===== config.mk =====
export PLATFORM = sky130hd
export DESIGN_NAME = u8lfc_decode
export DESIGN_NICKNAME = d
export VERILOG_FILES = /design/src/u8lfc_pkg.sv /design/src/u8lfc_decode.sv
export SDC_FILE = /design/constraint.sdc
export NUM_CORES = 1
export LEC_CHECK = 0
export CORE_MARGIN = 2
export CORE_UTILIZATION = 67
export DETAILED_ROUTE_END_ITERATION = 16
export DONT_BUFFER_PORTS = 1
export GPL_TIMING_DRIVEN = 1
export PLACE_DENSITY_LB_ADDON = 0.3
export SETUP_SLACK_MARGIN = 0.05
export SYNTH_ARGS = -nofsm -noshare
export SYNTH_HDL_FRONTEND = slang
export SYNTH_SLANG_ARGS = --single-unit

===== constraint.sdc =====
create_clock -name vclk -period 7.95
set_clock_uncertainty 0.15 [all_clocks]
set_input_delay 1.9875 -clock vclk [all_inputs]
set_output_delay 1.9875 -clock vclk [all_outputs]
set_load 0.1 [all_outputs]

===== src/u8lfc_pkg.sv =====
package u8lfc_pkg;

	localparam int unsigned CP_W = 21;

	localparam logic [7:0] BYTE_CR = 8'h0D;
	localparam logic [7:0] BYTE_LF = 8'h0A;

	localparam logic [CP_W-1:0] CP_MIN_LEN1  = 21'h00080;
	localparam logic [CP_W-1:0] CP_MIN_LEN2  = 21'h00800;
	localparam logic [CP_W-1:0] CP_MIN_LEN3  = 21'h10000;
	localparam logic [CP_W-1:0] CP_MAX       = 21'h10FFFF;
	localparam logic [CP_W-1:0] CP_SURR_LO   = 21'h0D800;
	localparam logic [CP_W-1:0] CP_SURR_HI   = 21'h0DFFF;

	typedef enum logic [1:0] {
		LINE_OK       = 2'd0,
		LINE_FRAMING  = 2'd1,
		LINE_ENCODING = 2'd2
	} line_status_t;

	typedef struct packed {
		logic [1:0]      pending;
		logic [1:0]      seq_len;
		logic [CP_W-1:0] acc;
		logic            frame_err;
		logic            enc_err;
	} line_state_t;

endpackage


===== src/u8lfc_decode.sv =====
module u8lfc_decode
	import u8lfc_pkg::*;
(
	input  line_state_t  cur,
	input  logic [7:0]   data_byte,
	input  logic         has_byte,
	input  logic         last_byte,
	output line_state_t  nxt,
	output line_status_t line_status
);

	logic            take;
	logic            bad_cp;
	logic [1:0]      pend_dec;
	logic [CP_W-1:0] acc_sh;
	line_state_t     st;

	assign take     = has_byte && !(last_byte && (data_byte == BYTE_CR));
	assign acc_sh   = {cur.acc[CP_W-7:0], data_byte[5:0]};
	assign pend_dec = cur.pending - 2'd1;

	always_comb begin
		bad_cp = 1'b0;
		if ((cur.seq_len == 2'd1) && (acc_sh < CP_MIN_LEN1)) bad_cp = 1'b1;
		if ((cur.seq_len == 2'd2) && (acc_sh < CP_MIN_LEN2)) bad_cp = 1'b1;
		if ((cur.seq_len == 2'd3) && (acc_sh < CP_MIN_LEN3)) bad_cp = 1'b1;
		if (acc_sh > CP_MAX) bad_cp = 1'b1;
		if ((acc_sh >= CP_SURR_LO) && (acc_sh <= CP_SURR_HI)) bad_cp = 1'b1;
	end

	always_comb begin
		st = cur;
		if (take) begin
			if ((data_byte == BYTE_CR) || (data_byte == BYTE_LF)) st.frame_err = 1'b1;
			if (cur.pending != 2'd0) begin
				if (data_byte[7:6] != 2'b10) begin
					st.enc_err = 1'b1;
					st.pending = 2'd0;
					st.seq_len = 2'd0;
					st.acc     = '0;
				end else begin
					st.pending = pend_dec;
					st.acc     = acc_sh;
					if (pend_dec == 2'd0) begin
						if (bad_cp) st.enc_err = 1'b1;
						st.seq_len = 2'd0;
						st.acc     = '0;
					end
				end
			end else if (data_byte[7] == 1'b0) begin
				st.acc = cur.acc;
			end else if (data_byte[7:5] == 3'b110) begin
				if (data_byte[4:0] == 5'd0) begin
					st.enc_err = 1'b1;
					st.seq_len = 2'd0;
					st.acc     = '0;
				end else begin
					st.acc     = {{(CP_W-5){1'b0}}, data_byte[4:0]};
					st.seq_len = 2'd1;
					st.pending = 2'd1;
				end
			end else if (data_byte[7:4] == 4'b1110) begin
				st.acc     = {{(CP_W-4){1'b0}}, data_byte[3:0]};
				st.seq_len = 2'd2;
				st.pending = 2'd2;
			end else if (data_byte[7:3] == 5'b11110) begin
				st.acc     = {{(CP_W-3){1'b0}}, data_byte[2:0]};
				st.seq_len = 2'd3;
				st.pending = 2'd3;
			end else begin
				st.enc_err = 1'b1;
				st.seq_len = 2'd0;
				st.acc     = '0;
			end
		end
		if (last_byte && (st.pending != 2'd0)) st.enc_err = 1'b1;
	end

	always_comb begin
		if (st.frame_err) begin
			line_status = LINE_FRAMING;
		end else if (st.enc_err) begin
			line_status = LINE_ENCODING;
		end else begin
			line_status = LINE_OK;
		end
	end

	assign nxt = last_byte ? line_state_t'('0) : st;

endmodule


==> flow_summary_export.csv, run 1 <==
group,metric,value,unit
synth,synth.area.top_cells,"nor2_1 (12%), a22oi_1 (11%), a21oi_1 (5.9%), nand2_1 (3.6%), buf_2 (3.2%)",
setup_path,critPathLaunchType,"input pin",
synth,synth_cell_types,46,
sta,worst_pin_slew,1.10,ns
synth,seq_area_frac_synth,0,%
clock_tree,ctsHoldBuffers,0,
detailed_routing,drt_iter0_markers,83,
power,clock_power_share,0,%
power,p_int,0.0000300,W
setup_path,path_max_fanout,19,
job,maxCapViolCount,0,
detailed_routing,ant_nets,0,
global_routing,grt_use_total,44.9,%
setup_path,worst-setup-path-type,"input pin to primary output",
sta,period_minus_slack,6.87,ns
synth,yosysMostFrequentCell,"nor2_1",
placed_design,place_ws,1.23,ns
power,pwr-share-comb,100.0,%
final_layout,drive_above_1_share,39.4,%
synth,yosysWarnings,0,
synth,syn_inst,150,
floorplanning,dieWidth,41.3,µm
final_layout,nFlopsAndLatches,0,
final_layout,postLayoutCoreUtil,91.7,%
synth,synthTopCellsByCount,"nor2_1 (31), a22oi_1 (14), a21oi_1 (11)",
clock_tree,postCtsSetupRepairBufs,0,
setup_path,critPathRequiredTime,5.81,ns
power,power.share.sequential,0,%
setup_path,cpMostUsedCell,"a21oi_2",
global_routing,grt_max_degree,30,
synth,syn_area,933,µm²
detailed_routing,wl_per_cell,22.5,µm
final_layout,fin_cells,175,
detailed_routing,wl,3940,µm
final_layout,syn_to_final_growth,27.9,%
synth,synth_top_area_share,12.5,%
placed_design,dp_hpwl,3140,µm
setup_path,cp_slowest_cell,"a311o_1",
detailed_routing,vias,1394,
detailed_routing,first_pass_iters,5,
final_layout,fillers,59,
sta,max_clock_freq,146,MHz
placed_design,port_buffers,0,
floorplanning,io_pins,66,
final_layout,n_clock_buffer,0,
sta,slew-limit-headroom,26.1,%
synth,synth_top_cell_by_area,"nor2_1",
sta,setup-tns-final,0,ns
synth,synth.avg_cell_area,6.22,µm²
setup_path,cp-end-kind,"primary output",
placed_design,dpl.cell_count,175,
global_routing,grt_pass1_wl,5020,µm
placed_design,gp_congestion,0.836,
floorplanning,die-height,41.3,µm
sta,drv_slew,0,
sta,finalHoldViolCount,0,
setup_path,max_stage_delay,0.74,ns
setup_path,worst_ep_arrival_time,4.73,ns
setup_path,cp_cell_sequence,"inv_1, ha_1, nor2b_1, a311o_1, a21oi_2, o32a_2, a21oi_2, o22ai_2, buf_4",
final_layout,multi_input_area,947,µm²
global_routing,grt_pass1_vias,1190,
sta,setup_ws,1.08,ns
clock_tree,ctsResizeCount,0,
global_routing,antenna_found_initial,0,
power,p_per_area,106,nW/µm²
floorplanning,rows,13,
floorplanning,core-area,1300,µm²
status,status,"completed",
power,swShare,76.3,%
final_layout,nNetsFinal,201,
final_layout,diodes,0,
sta,rsz0062_at_grt,"no",
power,ir_worst_vdd,0.0761,mV
power,leakagePower,0.456,nW
detailed_routing,vias_per_cell,7.97,
min_path,min_path_type,"input pin to primary output",
sta,period_share,86.4,%
final_layout,seqCellArea,0,µm²
sta,setup_viol,0,
detailed_routing,drc,0,
power,power_switching,0.0000968,W
floorplanning,initial_core_util,71.7,%
floorplanning,fp.dieArea,1710,µm²
synth,syn-num-nets,189,
global_routing,grt_overflow_total,0,
## layer usage
metal	wire (µm)	GRT usage, %	part of all wire, %
met5	0	0	0
met2	1890	77.3	48
met3	420	15.4	11
met1	1300	41.3	33
met4	337	40.3	8.5
## per-stage QoR
step                instance area [µm²]  power (W)  hold slack, ns
floorplan                           938   0.000105            4.15
global placement                   1190   0.000121            3.93
detailed placement                 1190   0.000125            3.94
CTS                                1190   0.000125            3.94
global route                       1190   0.000131            3.94
finish                             1190   0.000127            3.94
## logic make-up after synthesis
| kind of cell | after synthesis | share of synthesized area, % |
|---|---|---|
| buffers and inverters | 22 | 12.1 |
| XOR/XNOR | 1 | 0.939 |
| adder cells (fa/ha/maj) | 2 | 2.68 |
| AO/OA/AOI/OAI | 60 | 49.1 |
| AND/OR/NAND/NOR | 65 | 35.3 |
## final cells by class
cell class | instances | area share, %
Tap cell | 15 | 1.57
Inverter | 8 | 2.52
Multi-Input combinational cell | 128 | 79.4
Timing Repair Buffer | 24 | 16.6
## power groups by stage
stage	Clock (W)	Combinational, W	Sequential [W]
after floorplan	0	0.000105	0
after global placement	0	0.000121	0
after detailed placement	0	0.000125	0
after CTS	0	0.000125	0
after global routing	0	0.000131	0
final	0	0.000127	0
## worst max-delay path, delay by kind of cell
| kind | cells | cell delay [ns] |
|---|---|---|
| AO/OA/AOI/OAI | 5 | 1.25 |
| adder cells (fa/ha/maj) | 1 | 0.52 |
| buffers and inverters | 2 | 0.35 |
| AND/OR/NAND/NOR | 1 | 0.61 |
## path summary, 6_finish.rpt
kind | startpoint | depth (start not counted) | slack [ns] | end
setup / recovery | cur[25] | 9 | 1.08 | line_status[1]
hold / removal | last_byte | 1 | 3.94 | nxt[23]
## cells in the final DEF, fill, tap and decap left out, types with 3 or more instances in the layout
cell / netlist / routed
a31oi_1: 3 / 3
nand3_1: 3 / 3
o21ai_0: 5 / 5
nor2_2: 0 / 19
a21oi_2: 2 / 3
a22oi_1: 14 / 14
inv_1: 8 / 8
nand2_1: 9 / 9
buf_4: 1 / 23
nand2b_1: 3 / 3
a21oi_1: 11 / 10
nor3_1: 5 / 4
nor2_1: 31 / 12
a2111oi_4: 0 / 3
No activity file was read; power rests on OpenSTA's default activity.
==> run 2, diff against run 1 <==
--- a/config.mk
+++ b/config.mk
@@ -5,12 +5,13 @@
 export SDC_FILE = /design/constraint.sdc
 export NUM_CORES = 1
 export LEC_CHECK = 0
-export CORE_MARGIN = 2
+export CORE_MARGIN = 5
 export CORE_UTILIZATION = 67
 export DETAILED_ROUTE_END_ITERATION = 16
 export DONT_BUFFER_PORTS = 1
 export GPL_TIMING_DRIVEN = 1
 export PLACE_DENSITY_LB_ADDON = 0.3
+export RECOVER_POWER = 25
 export SETUP_SLACK_MARGIN = 0.05
 export SYNTH_ARGS = -nofsm -noshare
 export SYNTH_HDL_FRONTEND = slang
==> run 2 against run 1 <==
Compared with the run above: the run now ends with max-capacitance violations, max-slew violations left; hold slack gained 0.060 ns; utilization shrank 4.6 points; combinational power shrank 3%; critical path depth shrank 2; count of clock-buffer cells in the layout is the same; routed wire length grew 1.1%; non-clock buffer count is the same; final cell count is the same; design area shrank 3.9%.
==> flow_summary_export.csv, run 2 (synthesis gave the netlist of run 1 again) <==
group,metric,value,unit
job,maxCapViolCount,4,
sta,setup_ws,1.15,ns
status,status,"complete, but fails checks",
sta,drv_slew,4,
placed_design,gp_congestion,0.878,
sta,finalHoldViolCount,0,
sta,setup-tns-final,0,ns
clock_tree,ctsResizeCount,0,
detailed_routing,drt_iter0_markers,99,
detailed_routing,vias_per_cell,7.78,
global_routing,grt_max_degree,30,
final_layout,design_area,1150,µm²
detailed_routing,vias,1361,
global_routing,grt_pass1_vias,1325,
final_layout,diodes,0,
floorplanning,core-area,1320,µm²
setup_path,critPathRequiredTime,5.81,ns
detailed_routing,ant_nets,0,
min_path,min_from,"last_byte",
setup_path,critPathLaunchType,"input pin",
power,ir_worst_vdd,0.0648,mV
final_layout,fin_cells,175,
power,leakagePower,0.441,nW
setup_path,worst-setup-path-type,"input pin to primary output",
floorplanning,fp.dieArea,2240,µm²
placed_design,dp_hpwl,3150,µm
clock_tree,ctsHoldBuffers,0,
final_layout,seqCellArea,0,µm²
final_layout,final_cell_mix,"buf_4 (22), nor2_2 (16), nor2_1 (15), a22oi_1 (14), a21oi_1 (10)",
setup_path,path_max_fanout,19,
setup_path,cp-end-kind,"primary output",
sta,period_minus_slack,6.80,ns
global_routing,grt_pass1_wl,6030,µm
power,p_per_area,107,nW/µm²
sta,rsz0062_at_grt,"no",
sta,period_share,85.5,%
final_layout,n_clock_buffer,0,
floorplanning,initial_core_util,70.8,%
status,violations,"max-capacitance violations, max-slew violations",
global_routing,grt_use_total,36.9,%
final_layout,nNetsFinal,201,
detailed_routing,drc,0,
sta,setup_viol,0,
placed_design,dpl_cell_area,1190,µm²
sta,slew-limit-headroom,-17.3,%
final_layout,mostFrequentLayoutCell,"buf_4",
sta,max_clock_freq,147,MHz
min_path,hold_end,"nxt[23]",
detailed_routing,wl,3990,µm
min_path,min_path_type,"input pin to primary output",
clock_tree,postCtsSetupRepairBufs,0,
floorplanning,dieWidth,47.3,µm
floorplanning,die-height,47.3,µm
final_layout,syn_to_final_growth,22.9,%
min_path,whs_path_depth,1,
global_routing,grt_overflow_total,0,
detailed_routing,wl_per_cell,22.8,µm
floorplanning,rows,13,
sta,worst_pin_slew,1.75,ns
setup_path,worst_ep_arrival_time,4.66,ns
floorplanning,io_pins,66,
placed_design,port_buffers,0,
setup_path,cp-startpoint,"cur[25]",
final_layout,drive_above_1_share,35.6,%
final_layout,nFlopsAndLatches,0,
detailed_routing,first_pass_iters,5,
global_routing,antenna_found_initial,0,
placed_design,place_ws,1.22,ns
placed_design,dpl.cell_count,175,
==> run 2: worst max-delay path by stage <==
stage                     cells after the start  slack [ns]              to
after floorplan                               7        0.65          nxt[3]
after global placement                        9        1.45  line_status[1]
after detailed placement                      7        1.22          nxt[3]
after CTS                                     7        1.22          nxt[3]
after global routing                          7        0.94          nxt[3]
final                                         7        1.15          nxt[3]
==> run 2: report_power, final <==
part / total (W) / internal, W / switching, W
combinational: 0.000123 / 0.0000278 / 0.0000948
clock: 0 / 0 / 0
sequential: 0 / 0 / 0
total: 0.000123 / 0.0000278 / 0.0000948
==> run 2: metrics by stage <==
stage / total power, W / util [%] / hold slack (ns)
5_1_grt: 0.000127 / 87.1 / 4.01
3_5_place_dp: 0.000124 / 90.6 / 3.93
4_1_cts: 0.000125 / 90.6 / 3.93
6_report: 0.000123 / 87.1 / 4.00
3_3_place_gp: 0.000121 / 90.6 / 3.93
2_1_floorplan: 0.000105 / - / 4.15
==> run 2: metal layers <==
| layer | wire [µm] | GRT usage, % | part of all wire, % | up-vias |
|---|---|---|---|---|
| met1 | 1310 | 42.9 | 33 | 617 |
| met3 | 550 | 10.3 | 14 | 22 |
| met2 | 1950 | 62.6 | 49 | 138 |
| met4 | 180 | 15.5 | 4.5 | 0 |
| met5 | 0 | 0 | 0 | - |
| li1 | - | - | - | 584 |
==> run 2: critical path: stages <==
cell and delay (ns):
inv_1 0.07, ha_1 0.51, nor2b_1 0.59, a311o_1 0.72
nor2_1 0.20, a211oi_4 0.25, buf_4 0.32
==> run 2: final cells by class <==
class                           instances  area [µm²]
Tap cell                               15        18.8
Multi-Input combinational cell        128         926
Inverter                                8        30.0
Timing Repair Buffer                   24         173
Fill cell                              69         170
